File: config.mk
export PLATFORM = sky130hd
export DESIGN_NAME = frame_rate_drop_repeat_scheduler_flat
export DESIGN_NICKNAME = d
export VERILOG_FILES = /design/src/rtl/frdr_pkg.sv /design/src/rtl/frdr_if.sv /design/src/rtl/frdr_ctrl.sv /design/src/rtl/frdr_dp.sv /design/src/rtl/frame_rate_drop_repeat_scheduler.sv /design/src/flat_wrapper.sv
export VERILOG_INCLUDE_DIRS = /design/src /design/src/rtl
export SDC_FILE = /design/constraint.sdc
export NUM_CORES = 1
export LEC_CHECK = 0
export ABC_AREA = 1
export BUFFER_PORTS_ARGS = -buffer_cell sky130_fd_sc_hd__buf_2
export CAP_MARGIN = 20
export CELL_PAD_IN_SITES_DETAIL_PLACEMENT = 0
export CELL_PAD_IN_SITES_GLOBAL_PLACEMENT = 1
export CORE_MARGIN = 8
export CORE_UTILIZATION = 49
export DETAILED_ROUTE_END_ITERATION = 7
export PLACE_DENSITY = 0.83
export SETUP_SLACK_MARGIN = 0.02
export SYNTH_ARGS = -nofsm -noshare
export SYNTH_HDL_FRONTEND = slang
export SYNTH_SLANG_ARGS = --single-unit
File: constraint.sdc
create_clock -name clk -period 23.1 [get_ports clk]
set_clock_uncertainty 0.2 [all_clocks]
set_input_delay 4.62 -clock clk [delete_from_list [all_inputs] [get_ports clk]]
set_output_delay 4.62 -clock clk [all_outputs]
set_load 0.005 [all_outputs]
File: src/rtl/frame_rate_drop_repeat_scheduler_defines.svh
// Assertion macros shared by the scheduler RTL.
`ifndef FRAME_RATE_DROP_REPEAT_SCHEDULER_DEFINES_SVH
`define FRAME_RATE_DROP_REPEAT_SCHEDULER_DEFINES_SVH

`ifndef ASSERT_OFF
// same-cycle implication
`define FRDR_ASSERT_IMP(lbl, clk_s, rst_s, ante, cons) \
  lbl: assert property (@(posedge clk_s) disable iff (!rst_s) (ante) |-> (cons)) \
    else $error("frdr check failed");
// next-cycle implication
`define FRDR_ASSERT_NXT(lbl, clk_s, rst_s, ante, cons) \
  lbl: assert property (@(posedge clk_s) disable iff (!rst_s) (ante) |=> (cons)) \
    else $error("frdr check failed");
`else
`define FRDR_ASSERT_IMP(lbl, clk_s, rst_s, ante, cons)
`define FRDR_ASSERT_NXT(lbl, clk_s, rst_s, ante, cons)
`endif

`endif

File: src/rtl/frdr_pkg.sv
`default_nettype none
package frdr_pkg;

  localparam int TS_W       = 62;
  localparam int TIME_W     = 64;
  localparam int TICKS_W    = 30;
  localparam int FRAC_W     = 32;
  localparam int SLOT_W     = 4;
  localparam int ACT_W      = 2;
  localparam int CFG_IDX_W  = 2;
  localparam int CFG_DATA_W = 32;

  localparam int MAX_REPEATS = 16;
  localparam int REPS_W      = $clog2(MAX_REPEATS + 1);

  localparam logic [TICKS_W-1:0] TICKS_RST = TICKS_W'(40000);
  localparam logic [FRAC_W-1:0]  FRAC_RST  = '0;
  localparam logic [FRAC_W-1:0]  RATE_RST  = FRAC_W'(25);

  localparam logic [CFG_IDX_W-1:0] CFG_INTERVAL_TICKS    = CFG_IDX_W'(0);
  localparam logic [CFG_IDX_W-1:0] CFG_INTERVAL_FRACTION = CFG_IDX_W'(1);
  localparam logic [CFG_IDX_W-1:0] CFG_RATE_NUMERATOR    = CFG_IDX_W'(2);

  typedef enum logic [ACT_W-1:0] {
    ACT_EMIT    = 2'd0,
    ACT_REPEAT  = 2'd1,
    ACT_RELEASE = 2'd2
  } act_t;

  typedef enum logic [1:0] {
    TSEL_ZERO  = 2'd0,
    TSEL_STAMP = 2'd1,
    TSEL_HOLD  = 2'd2
  } time_sel_t;

  typedef enum logic {
    SSEL_HELD = 1'b0,
    SSEL_IN   = 1'b1
  } slot_sel_t;

  typedef enum logic [3:0] {
    ST_IDLE,
    ST_CLASSIFY,
    ST_FLUSH_REL,
    ST_UNDATED_REL,
    ST_RESYNC_REL,
    ST_RESYNC_EMIT,
    ST_EARLY_REL,
    ST_RUN
  } state_t;

  typedef struct packed {
    logic      latch;
    logic      push;
    act_t      act;
    slot_sel_t slot_sel;
    time_sel_t time_sel;
    logic      last;
    logic      load_sched;
    logic      clear_sched;
    logic      advance;
    logic      capture;
    logic      reps_clr;
    logic      reps_inc;
    logic      set_hold;
    logic      clear_hold;
  } cmd_t;

  typedef struct packed {
    logic is_flush;
    logic undated;
    logic sched_invalid;
    logic late;
    logic early;
    logic reps_max;
    logic reps_zero;
    logic holding;
    logic out_free;
  } sts_t;

endpackage
`default_nettype wire

File: src/rtl/frdr_if.sv
`default_nettype none
interface frdr_in_if import frdr_pkg::*; ();
  logic              valid;
  logic              ready;
  logic              mode;
  logic [SLOT_W-1:0] buffer_slot;
  logic [TS_W-1:0]   timestamp;

  modport source (output valid, output mode, output buffer_slot, output timestamp,
                  input ready);
  modport sink   (input valid, input mode, input buffer_slot, input timestamp,
                  output ready);
endinterface

interface frdr_out_if import frdr_pkg::*; ();
  logic              valid;
  logic              ready;
  logic [ACT_W-1:0]  action;
  logic [SLOT_W-1:0] out_slot;
  logic [TS_W-1:0]   out_time;
  logic              last;

  modport source (output valid, output action, output out_slot, output out_time,
                  output last, input ready);
  modport sink   (input valid, input action, input out_slot, input out_time,
                  input last, output ready);
endinterface

interface frdr_cfg_if import frdr_pkg::*; ();
  logic                  valid;
  logic                  ready;
  logic [CFG_IDX_W-1:0]  index;
  logic [CFG_DATA_W-1:0] data;

  modport source (output valid, output index, output data, input ready);
  modport sink   (input valid, input index, input data, output ready);
endinterface
`default_nettype wire

File: src/rtl/frdr_ctrl.sv
`default_nettype none
module frdr_ctrl import frdr_pkg::*; (
  input  logic clk,
  input  logic rst_n,
  input  logic in_valid,
  output logic in_ready,
  input  sts_t sts,
  output cmd_t cmd
);

  state_t state_r, state_nxt;

  always_ff @(posedge clk) begin
    if (!rst_n) begin
      state_r <= ST_IDLE;
    end else begin
      state_r <= state_nxt;
    end
  end

  always_comb begin
    state_nxt = state_r;
    cmd       = '0;
    in_ready  = 1'b0;
    case (state_r)
      ST_IDLE: begin
        in_ready = 1'b1;
        if (in_valid) begin
          cmd.latch = 1'b1;
          state_nxt = ST_CLASSIFY;
        end
      end
      ST_CLASSIFY: begin
        if (sts.is_flush) begin
          if (sts.holding) begin
            state_nxt = ST_FLUSH_REL;
          end else begin
            cmd.clear_sched = 1'b1;
            cmd.clear_hold  = 1'b1;
            state_nxt       = ST_IDLE;
          end
        end else if (sts.undated) begin
          state_nxt = ST_UNDATED_REL;
        end else if (sts.sched_invalid || sts.late) begin
          cmd.load_sched = 1'b1;
          state_nxt      = sts.holding ? ST_RESYNC_REL : ST_RESYNC_EMIT;
        end else if (sts.early) begin
          if (sts.holding) begin
            state_nxt = ST_EARLY_REL;
          end else begin
            cmd.set_hold = 1'b1;
            state_nxt    = ST_IDLE;
          end
        end else if (sts.holding) begin
          // held frame goes out at the current schedule point
          cmd.capture  = 1'b1;
          cmd.advance  = 1'b1;
          cmd.reps_clr = 1'b1;
          state_nxt    = ST_RUN;
        end else begin
          cmd.set_hold = 1'b1;
          state_nxt    = ST_IDLE;
        end
      end
      ST_FLUSH_REL: begin
        if (sts.out_free) begin
          cmd.push        = 1'b1;
          cmd.act         = ACT_RELEASE;
          cmd.slot_sel    = SSEL_HELD;
          cmd.time_sel    = TSEL_ZERO;
          cmd.last        = 1'b1;
          cmd.clear_sched = 1'b1;
          cmd.clear_hold  = 1'b1;
          state_nxt       = ST_IDLE;
        end
      end
      ST_UNDATED_REL: begin
        if (sts.out_free) begin
          cmd.push     = 1'b1;
          cmd.act      = ACT_RELEASE;
          cmd.slot_sel = SSEL_IN;
          cmd.time_sel = TSEL_ZERO;
          cmd.last     = 1'b1;
          state_nxt    = ST_IDLE;
        end
      end
      ST_RESYNC_REL: begin
        if (sts.out_free) begin
          cmd.push     = 1'b1;
          cmd.act      = ACT_RELEASE;
          cmd.slot_sel = SSEL_HELD;
          cmd.time_sel = TSEL_ZERO;
          state_nxt    = ST_RESYNC_EMIT;
        end
      end
      ST_RESYNC_EMIT: begin
        if (sts.out_free) begin
          cmd.push     = 1'b1;
          cmd.act      = ACT_EMIT;
          cmd.slot_sel = SSEL_IN;
          cmd.time_sel = TSEL_STAMP;
          cmd.last     = 1'b1;
          cmd.advance  = 1'b1;
          cmd.set_hold = 1'b1;
          state_nxt    = ST_IDLE;
        end
      end
      ST_EARLY_REL: begin
        if (sts.out_free) begin
          cmd.push     = 1'b1;
          cmd.act      = ACT_RELEASE;
          cmd.slot_sel = SSEL_HELD;
          cmd.time_sel = TSEL_ZERO;
          cmd.last     = 1'b1;
          cmd.set_hold = 1'b1;
          state_nxt    = ST_IDLE;
        end
      end
      ST_RUN: begin
        // push the captured item; last once the schedule has caught up or the repeat limit is reached
        if (sts.out_free) begin
          cmd.push     = 1'b1;
          cmd.act      = sts.reps_zero ? ACT_EMIT : ACT_REPEAT;
          cmd.slot_sel = SSEL_HELD;
          cmd.time_sel = TSEL_HOLD;
          if (!sts.reps_max && sts.late) begin
            cmd.capture  = 1'b1;
            cmd.advance  = 1'b1;
            cmd.reps_inc = 1'b1;
          end else begin
            cmd.last     = 1'b1;
            cmd.set_hold = 1'b1;
            state_nxt    = ST_IDLE;
          end
        end
      end
      default: begin
        state_nxt = ST_IDLE;
      end
    endcase
  end

endmodule
`default_nettype wire

File: src/rtl/frdr_dp.sv
`default_nettype none
module frdr_dp import frdr_pkg::*; (
  input  logic                  clk,
  input  logic                  rst_n,
  input  logic                  cfg_valid,
  input  logic [CFG_IDX_W-1:0]  cfg_index,
  input  logic [CFG_DATA_W-1:0] cfg_data,
  output logic                  cfg_ready,
  input  logic                  in_mode,
  input  logic [SLOT_W-1:0]     in_slot,
  input  logic [TS_W-1:0]       in_ts,
  input  cmd_t                  cmd,
  output sts_t                  sts,
  input  logic                  out_ready,
  output logic                  out_valid,
  output logic [ACT_W-1:0]      out_action,
  output logic [SLOT_W-1:0]     out_slot,
  output logic [TS_W-1:0]       out_time,
  output logic                  out_last
);

  logic [TICKS_W-1:0] ticks_r;
  logic [FRAC_W-1:0]  frac_r;
  logic [FRAC_W-1:0]  rate_r;

  logic               mode_r;
  logic [SLOT_W-1:0]  slot_r;
  logic [TS_W-1:0]    ts_r;

  logic [TIME_W-1:0]  next_time_r, next_time_nxt;
  logic [FRAC_W-1:0]  frac_acc_r, frac_acc_nxt;
  logic               holding_r;
  logic [SLOT_W-1:0]  held_slot_r;
  logic [TIME_W-1:0]  time_hold_r;
  logic [REPS_W-1:0]  reps_r;

  logic               out_valid_r;
  logic [ACT_W-1:0]   out_action_r;
  logic [SLOT_W-1:0]  out_slot_r;
  logic [TS_W-1:0]    out_time_r;
  logic               out_last_r;

  logic [FRAC_W-1:0]  num_eff;
  logic [FRAC_W-1:0]  frac_eff;
  logic [FRAC_W:0]    sum;
  logic [FRAC_W:0]    sum_sub;
  logic [FRAC_W:0]    sum_red;
  logic               carry;
  logic [TIME_W-1:0]  nt_plus;
  logic [TIME_W-1:0]  ts_plus;
  logic [TIME_W-1:0]  ts_ext;
  logic               out_free;

  assign cfg_ready = 1'b1;

  always_ff @(posedge clk) begin
    if (!rst_n) begin
      ticks_r <= TICKS_RST;
      frac_r  <= FRAC_RST;
      rate_r  <= RATE_RST;
    end else if (cfg_valid) begin
      case (cfg_index)
        CFG_INTERVAL_TICKS:    ticks_r <= cfg_data[TICKS_W-1:0];
        CFG_INTERVAL_FRACTION: frac_r  <= cfg_data[FRAC_W-1:0];
        CFG_RATE_NUMERATOR:    rate_r  <= cfg_data[FRAC_W-1:0];
        default: ;
      endcase
    end
  end

  always_ff @(posedge clk) begin
    if (cmd.latch) begin
      mode_r <= in_mode;
      slot_r <= in_slot;
      ts_r   <= in_ts;
    end
  end

  // one schedule step: whole ticks plus a carry out of the remainder
  always_comb begin
    num_eff  = (rate_r == '0) ? FRAC_W'(1) : rate_r;
    frac_eff = (frac_r < num_eff) ? frac_r : num_eff - FRAC_W'(1);
    sum      = {1'b0, frac_acc_r} + {1'b0, frac_eff};
    carry    = sum >= {1'b0, num_eff};
    sum_sub  = sum - {1'b0, num_eff};
    sum_red  = carry ? sum_sub : sum;
    if (sum_red >= {1'b0, num_eff}) begin
      sum_red = {1'b0, num_eff - FRAC_W'(1)};
    end
  end

  assign ts_ext  = {{(TIME_W-TS_W){1'b0}}, ts_r};
  assign nt_plus = next_time_r + {{(TIME_W-TICKS_W){1'b0}}, ticks_r};
  assign ts_plus = ts_ext + {{(TIME_W-TICKS_W){1'b0}}, ticks_r};

  always_comb begin
    next_time_nxt = next_time_r;
    frac_acc_nxt  = frac_acc_r;
    if (cmd.clear_sched) begin
      next_time_nxt = '0;
      frac_acc_nxt  = '0;
    end else if (cmd.load_sched) begin
      next_time_nxt = ts_ext;
      frac_acc_nxt  = '0;
    end else if (cmd.advance) begin
      next_time_nxt = nt_plus + {{(TIME_W-1){1'b0}}, carry};
      frac_acc_nxt  = sum_red[FRAC_W-1:0];
    end
  end

  always_ff @(posedge clk) begin
    if (!rst_n) begin
      next_time_r <= '0;
      frac_acc_r  <= '0;
      holding_r   <= 1'b0;
      held_slot_r <= '0;
      reps_r      <= '0;
    end else begin
      next_time_r <= next_time_nxt;
      frac_acc_r  <= frac_acc_nxt;
      if (cmd.clear_hold) begin
        holding_r <= 1'b0;
      end else if (cmd.set_hold) begin
        holding_r   <= 1'b1;
        held_slot_r <= slot_r;
      end
      if (cmd.reps_clr) begin
        reps_r <= '0;
      end else if (cmd.reps_inc) begin
        reps_r <= reps_r + REPS_W'(1);
      end
    end
  end

  // schedule point of the item that is waiting to be pushed
  always_ff @(posedge clk) begin
    if (cmd.capture) begin
      time_hold_r <= next_time_r;
    end
  end

  assign out_free = !out_valid_r || out_ready;

  always_ff @(posedge clk) begin
    if (!rst_n) begin
      out_valid_r <= 1'b0;
    end else if (cmd.push) begin
      out_valid_r <= 1'b1;
    end else if (out_ready) begin
      out_valid_r <= 1'b0;
    end
  end

  always_ff @(posedge clk) begin
    if (cmd.push) begin
      out_action_r <= cmd.act;
      out_slot_r   <= (cmd.slot_sel == SSEL_IN) ? slot_r : held_slot_r;
      out_last_r   <= cmd.last;
      case (cmd.time_sel)
        TSEL_STAMP: out_time_r <= ts_r;
        TSEL_HOLD:  out_time_r <= time_hold_r[TS_W-1:0];
        default:    out_time_r <= '0;
      endcase
    end
  end

  assign out_valid  = out_valid_r;
  assign out_action = out_action_r;
  assign out_slot   = out_slot_r;
  assign out_time   = out_time_r;
  assign out_last   = out_last_r;

  always_comb begin
    sts.is_flush      = mode_r;
    sts.undated       = ts_r == '0;
    sts.sched_invalid = next_time_r == '0;
    sts.late          = nt_plus < ts_ext;
    sts.early         = ts_plus < next_time_r;
    sts.reps_max      = reps_r == REPS_W'(MAX_REPEATS);
    sts.reps_zero     = reps_r == '0;
    sts.holding       = holding_r;
    sts.out_free      = out_free;
  end

endmodule
`default_nettype wire

File: src/rtl/frame_rate_drop_repeat_scheduler.sv
// Channel   Dir   Handshake        Payload
// in_ch     in    valid / ready    mode, buffer_slot, timestamp
// out_ch    out   valid / ready    action, out_slot, out_time, last
// cfg_ch    in    valid / ready    index, data (always ready)
//
// An item is latched and is classified in the next cycle; each result is then
// pushed whenever the output register is free.
// The repeat loop is set by the schedule adder: one advance per repeat.
// rst_n is synchronous: schedule invalid, nothing held, registers at defaults.
// A stalled output holds the controller; in_ch.ready is high only when idle.
`default_nettype none
`include "frame_rate_drop_repeat_scheduler_defines.svh"
module frame_rate_drop_repeat_scheduler import frdr_pkg::*; (
  input logic        clk,
  input logic        rst_n,
  frdr_in_if.sink    in_ch,
  frdr_out_if.source out_ch,
  frdr_cfg_if.sink   cfg_ch
);

  cmd_t cmd;
  sts_t sts;

  frdr_ctrl u_ctrl (
    .clk      (clk),
    .rst_n    (rst_n),
    .in_valid (in_ch.valid),
    .in_ready (in_ch.ready),
    .sts      (sts),
    .cmd      (cmd)
  );

  frdr_dp u_dp (
    .clk        (clk),
    .rst_n      (rst_n),
    .cfg_valid  (cfg_ch.valid),
    .cfg_index  (cfg_ch.index),
    .cfg_data   (cfg_ch.data),
    .cfg_ready  (cfg_ch.ready),
    .in_mode    (in_ch.mode),
    .in_slot    (in_ch.buffer_slot),
    .in_ts      (in_ch.timestamp),
    .cmd        (cmd),
    .sts        (sts),
    .out_ready  (out_ch.ready),
    .out_valid  (out_ch.valid),
    .out_action (out_ch.action),
    .out_slot   (out_ch.out_slot),
    .out_time   (out_ch.out_time),
    .out_last   (out_ch.last)
  );

  // one item in flight: never ready right after an accept
  `FRDR_ASSERT_NXT(a_one_item, clk, rst_n, in_ch.valid && in_ch.ready, !in_ch.ready)
  // a push never overwrites a result that is still stalled
  `FRDR_ASSERT_IMP(a_no_overwrite, clk, rst_n, cmd.push, sts.out_free)
  // while a non-final result waits, the current item is not finished
  `FRDR_ASSERT_IMP(a_last_before_idle, clk, rst_n, out_ch.valid && !out_ch.last,
                   !in_ch.ready)
  // repeats stop at the limit
  `FRDR_ASSERT_IMP(a_reps_limit, clk, rst_n, sts.reps_max, !cmd.reps_inc)

endmodule
`default_nettype wire
File: src/flat_wrapper.sv
// flat-port wrapper written by rule: the top's interface ports become plain ports
module frame_rate_drop_repeat_scheduler_flat import frdr_pkg::*;
  (clk, rst_n, in_ch_valid, in_ch_mode, in_ch_buffer_slot, in_ch_timestamp, in_ch_ready, out_ch_valid, out_ch_action, out_ch_out_slot, out_ch_out_time, out_ch_last, out_ch_ready, cfg_ch_valid, cfg_ch_index, cfg_ch_data, cfg_ch_ready);
  frdr_in_if in_ch_i ();
  frdr_out_if out_ch_i ();
  frdr_cfg_if cfg_ch_i ();
  input logic clk;
  input logic rst_n;
  input wire logic [$bits(in_ch_i.valid)-1:0] in_ch_valid;
  input wire logic [$bits(in_ch_i.mode)-1:0] in_ch_mode;
  input wire logic [$bits(in_ch_i.buffer_slot)-1:0] in_ch_buffer_slot;
  input wire logic [$bits(in_ch_i.timestamp)-1:0] in_ch_timestamp;
  output wire logic [$bits(in_ch_i.ready)-1:0] in_ch_ready;
  output wire logic [$bits(out_ch_i.valid)-1:0] out_ch_valid;
  output wire logic [$bits(out_ch_i.action)-1:0] out_ch_action;
  output wire logic [$bits(out_ch_i.out_slot)-1:0] out_ch_out_slot;
  output wire logic [$bits(out_ch_i.out_time)-1:0] out_ch_out_time;
  output wire logic [$bits(out_ch_i.last)-1:0] out_ch_last;
  input wire logic [$bits(out_ch_i.ready)-1:0] out_ch_ready;
  input wire logic [$bits(cfg_ch_i.valid)-1:0] cfg_ch_valid;
  input wire logic [$bits(cfg_ch_i.index)-1:0] cfg_ch_index;
  input wire logic [$bits(cfg_ch_i.data)-1:0] cfg_ch_data;
  output wire logic [$bits(cfg_ch_i.ready)-1:0] cfg_ch_ready;
  assign in_ch_i.valid = in_ch_valid;
  assign in_ch_i.mode = in_ch_mode;
  assign in_ch_i.buffer_slot = in_ch_buffer_slot;
  assign in_ch_i.timestamp = in_ch_timestamp;
  assign in_ch_ready = in_ch_i.ready;
  assign out_ch_valid = out_ch_i.valid;
  assign out_ch_action = out_ch_i.action;
  assign out_ch_out_slot = out_ch_i.out_slot;
  assign out_ch_out_time = out_ch_i.out_time;
  assign out_ch_last = out_ch_i.last;
  assign out_ch_i.ready = out_ch_ready;
  assign cfg_ch_i.valid = cfg_ch_valid;
  assign cfg_ch_i.index = cfg_ch_index;
  assign cfg_ch_i.data = cfg_ch_data;
  assign cfg_ch_ready = cfg_ch_i.ready;
  frame_rate_drop_repeat_scheduler u_core (.clk(clk), .rst_n(rst_n), .in_ch(in_ch_i), .out_ch(out_ch_i), .cfg_ch(cfg_ch_i));
endmodule
==> results.md <==
- The run finished with clean final reports.
- The core footprint is 66900 µm².
- The H-tree generated during clock tree synthesis spans 2 levels.
- Across every metal layer, demand over resource in global routing totals 0.348.
- The port buffer count is 176.
- The number of cells on the worst reg-to-reg path is 57.
- The final layout contains 5328 nets.
- Summed over all layers, the global routing overflow is 0.
- The wire length of the first global-routing pass is 200 mm.
- For this run, the top clock speed supported by timing is 83.5 MHz.
- Once placement completed, the tool counted placed cells totaling 5726.
- The number of maximum-capacitance violations is 0.
- In the synthesized netlist the dominant register cell turns out to be sky130_fd_sc_hd__dfxtp_1.
- Wires add up to 135 mm.
- The path with the worst hold slack has its endpoint at u_core.u_dp.reps_r[3].
- Setup repair after global routing left no endpoint under its margin.
- The clock sink total is 402.
- In this run the power density over the cells is 80.2 nW/µm².
- The kind of critical path is flip-flop to flip-flop.
- The count of boundary I/O pins is 178.
- The initial antenna violation count came to 2.
- Among the stages of the critical path, the cell type that occurs most often is sky130_fd_sc_hd__nand2_1.
- Setup violations remaining at the end of the flow were counted as 0.
- The area of all placed cells without fillers is 36000 µm².
- In the post-synthesis netlist, the biggest area contributors are sky130_fd_sc_hd__edfxtp_1 (18%), sky130_fd_sc_hd__nand2_1 (14%), sky130_fd_sc_hd__dfxtp_1 (12%).
- Averaged over all synthesized cells, the footprint is 6.88 µm².
- At the pin with the least slew margin, the transition time is 1.16 ns.
- The largest incremental delay on the critical path is 0.67 ns.
- Across all register-to-register paths, the minimum setup slack is 11.13 ns.
- STA puts the critical path data required time at 23.41 ns.
- The maximum number of pins on one net before global-route repair is 82.
- The multi-input logic area is 20300 µm².
- The synthesized net count is 5216.
- The minimum clock period is 11.97 ns.
- The worst-case setup margin in the final layout is 11.13 ns.
- The pre-antenna-repair detailed-routing pass consisted of 5 iterations.
- After filler insertion, the fill cell instance count of the layout stands at 6900.
- In this run the most critical hold path is launched from u_core.u_dp.reps_r[3].
- The design draws 2890 µW.
- The horizontal extent of the die is 275 µm.
- Compared with the post-synthesis result, the final layout area differs by 9.37%.
- The number of flip-flops and latches in the synthesized netlist is 402.
- The fraction of registers with async set/reset is 0.
- The area after detailed placement is 34500 µm².
- The min-delay analysis places its worst path in the category flip-flop to flip-flop.
- The total clock buffers created by CTS is 46.
- The average wire per standard cell is 23.2 µm.
- Along the worst hold path, the cell count comes to 2.
- The most frequently used cell type in the post-synthesis netlist is sky130_fd_sc_hd__nand2_1.
- The number of gates resized after CTS was 0.
- The hold-fix buffer count after cts is 0.
- The maximum clock path buffer count is 3.
- The analysis attributes to cell leakage a power of 0.0161 µW.
- In the finished design, the share of the clock period the worst path needs comes to 0.518.
- The total number of vias is 34000.
- Clock latency on the worst-skew pair, taken at its later pin, is 0.63 ns.
- TritonCTS built the clock tree.
- The total setup buffers inserted after CTS is 0.
- The initial utilization of the core area, before any placement, comes to 0.492.
- The largest total area in the synthesized netlist belongs to sky130_fd_sc_hd__edfxtp_1.
- The tree is rooted in a sky130_fd_sc_hd__clkbuf_16.
- The share of the Yosys chip area taken by registers is 0.304.
- For this run, the number of standard cells in the final layout without fillers is 5813.
- Once detail routing completed, the nets flagged for antenna violations numbered 0.
- The number of endpoints with negative hold slack in the final report came to 0.
- The combined area of all synthesized cells is 32900 µm².
- The warning count from the yosys run is 0.
- The gate count after technology mapping is 4789.
- After detailed routing, the number of remaining DRC violations is 0.
- The largest vdd supply drop is 0.0678 mV.
- Counting instances in the post-synthesis netlist gives the leading cell types as sky130_fd_sc_hd__nand2_1 (1267), sky130_fd_sc_hd__nor2_1 (575), sky130_fd_sc_hd__inv_1 (525).
- In this run the worst path has a maximum fanout of 64.
- The worst slack at placement is 11.41 ns.
- The count of pins over their slew limit is 0.
- For the worst setup path, the data arrival time is 12.28 ns.
- The endpoint identified for the worst register-to-register timing path is u_core.u_dp.frac_acc_r[17].
- The clock input transition at the sequential cells of the worst setup and hold paths is 0.07 ns.
- The congestion estimate from routability-driven global placement came to 1.05.
- In this run the critical register-to-register path is launched from u_core.u_dp.rate_r[4].
- The ratio of routed vias to standard cells is 5.85.
- After floorplanning, the core was divided into 95 placement rows.
- The floorplan step defined a die boundary enclosing 75800 µm².
- The unique cell type count in the Yosys netlist is 61.
- The share of synthesized area in the top cell type comes to 0.180.
- On the critical path, the stage with the largest delay is an instance of sky130_fd_sc_hd__nor4_1.
- For the final routed database, the setup TNS stands at 0 ns.
- The detailed router's first-iteration violation count is 3534.
- The via count of the first global-routing pass is 32400.
- The die is 275 µm tall.
- STA classifies the critical path startpoint as a flip-flop.
- The count of flip-flops with a built-in enable after synthesis is 198.
- Headroom to the max-slew limit came out at 0.221.
- In the final layout, flip-flops and latches occupy 10000 µm².
- STA classifies the critical path endpoint as a flip-flop.
- The fraction of final layout cells with drive strength greater than 1 is 0.0701.
- The post-detailed-placement half-perimeter wirelength is 107 mm.
[how the worst max path moves through the flow]
stage | startpoint | cells past startpoint | endpoint | slack [ns]
finish | u_core.u_dp.rate_r[4] | 57 | u_core.u_dp.frac_acc_r[17] | 11.13
global route | u_core.u_dp.rate_r[4] | 57 | u_core.u_dp.frac_acc_r[20] | 10.39
CTS | u_core.u_dp.rate_r[4] | 57 | u_core.u_dp.frac_acc_r[17] | 11.34
detailed placement | u_core.u_dp.rate_r[4] | 57 | u_core.u_dp.frac_acc_r[21] | 11.41
global placement | u_core.u_dp.rate_r[4] | 57 | u_core.u_dp.frac_acc_r[11] | 11.58
floorplan | out_ch_ready | 2 | u_core.u_dp.out_action[0] | 14.80
[cell families (layout without fill, tap and decap cells)]
logic type / count (synthesis) / count (layout) / synth area share
AND/OR/NAND/NOR: 2393 / 2393 / 0.309
AO/OA/AOI/OAI: 796 / 796 / 0.128
adder cells (fa/ha/maj): 321 / 321 / 0.123
flip-flops: 402 / 402 / 0.304
XOR/XNOR: 204 / 204 / 0.0549
buffers and inverters: 672 / 822 / 0.0810
other: 1 / 2 / 0.000114
[registers in the layout, summed over array words and instances, names as in the netlist, 5 cells and up]
| signal | cells |
|---|---|
| u_core.u_dp.reps_r | 5 |
| u_core.u_dp.rate_r | 32 |
| u_core.u_dp.next_time_r | 64 |
| u_core.u_dp.frac_acc_r | 32 |
| u_core.u_dp.time_hold_r | 62 |
| u_core.u_dp.ts_r | 62 |
| u_core.u_dp.ticks_r | 30 |
| u_core.u_dp.frac_r | 32 |
| u_core.u_dp.out_time | 62 |
[area by class of cell]
class / instances / share of cell area
multi-input cells: 3715 / 0.564
well taps: 873 / 0.0303
clock buffers: 51 / 0.0327
inverters: 535 / 0.0558
flip-flops and latches: 402 / 0.278
diodes: 1 / 0.0000695
clock inverters: 35 / 0.00924
repair buffers: 201 / 0.0297
[critical path, delay by kind of cell, from the launching register on]
family,cells,cell delay (ns)
adder cells (fa/ha/maj),3,1.09
AO/OA/AOI/OAI,12,2.83
AND/OR/NAND/NOR,37,5.84
flip-flops,1,0.32
buffers and inverters,5,1.43
[report_power, final]
part           switching (µW)  leakage, µW  internal, µW  total [µW]
logic                     888       0.0118           402        1290
registers                60.7      0.00357           797         857
clock network             333     0.000722           408         741
total                    1280       0.0161          1610        2890
[stage by stage]
step,hold slack [ns],utilization
floorplan,0.203,-
global placement,0.273,0.516
detailed placement,0.275,0.516
CTS,0.283,0.538
global route,0.302,0.538
finish,0.278,0.538
[layer usage]
layer	wire length [µm]	share of wire	global-route usage	up-vias
met5	0	0	0	-
met4	7040	0.052	0.166	0
met3	9860	0.073	0.0430	333
met2	61400	0.46	0.570	1366
met1	56600	0.42	0.454	16100
li1	-	-	-	16200
[layout by cell type, fill, tap and decap left out, drive strengths merged, types with 162 or more instances in the layout]
master,Yosys,final
nand2,1275,1275
nor2,593,593
inv,534,536
a21oi,412,412
ha,317,317
o21ai,295,295
dfxtp,204,204
buf,52,201
edfxtp,198,198
nand3,184,184
nand4,171,171
xor2,162,162
No activity file was read; power rests on OpenSTA's default activity.
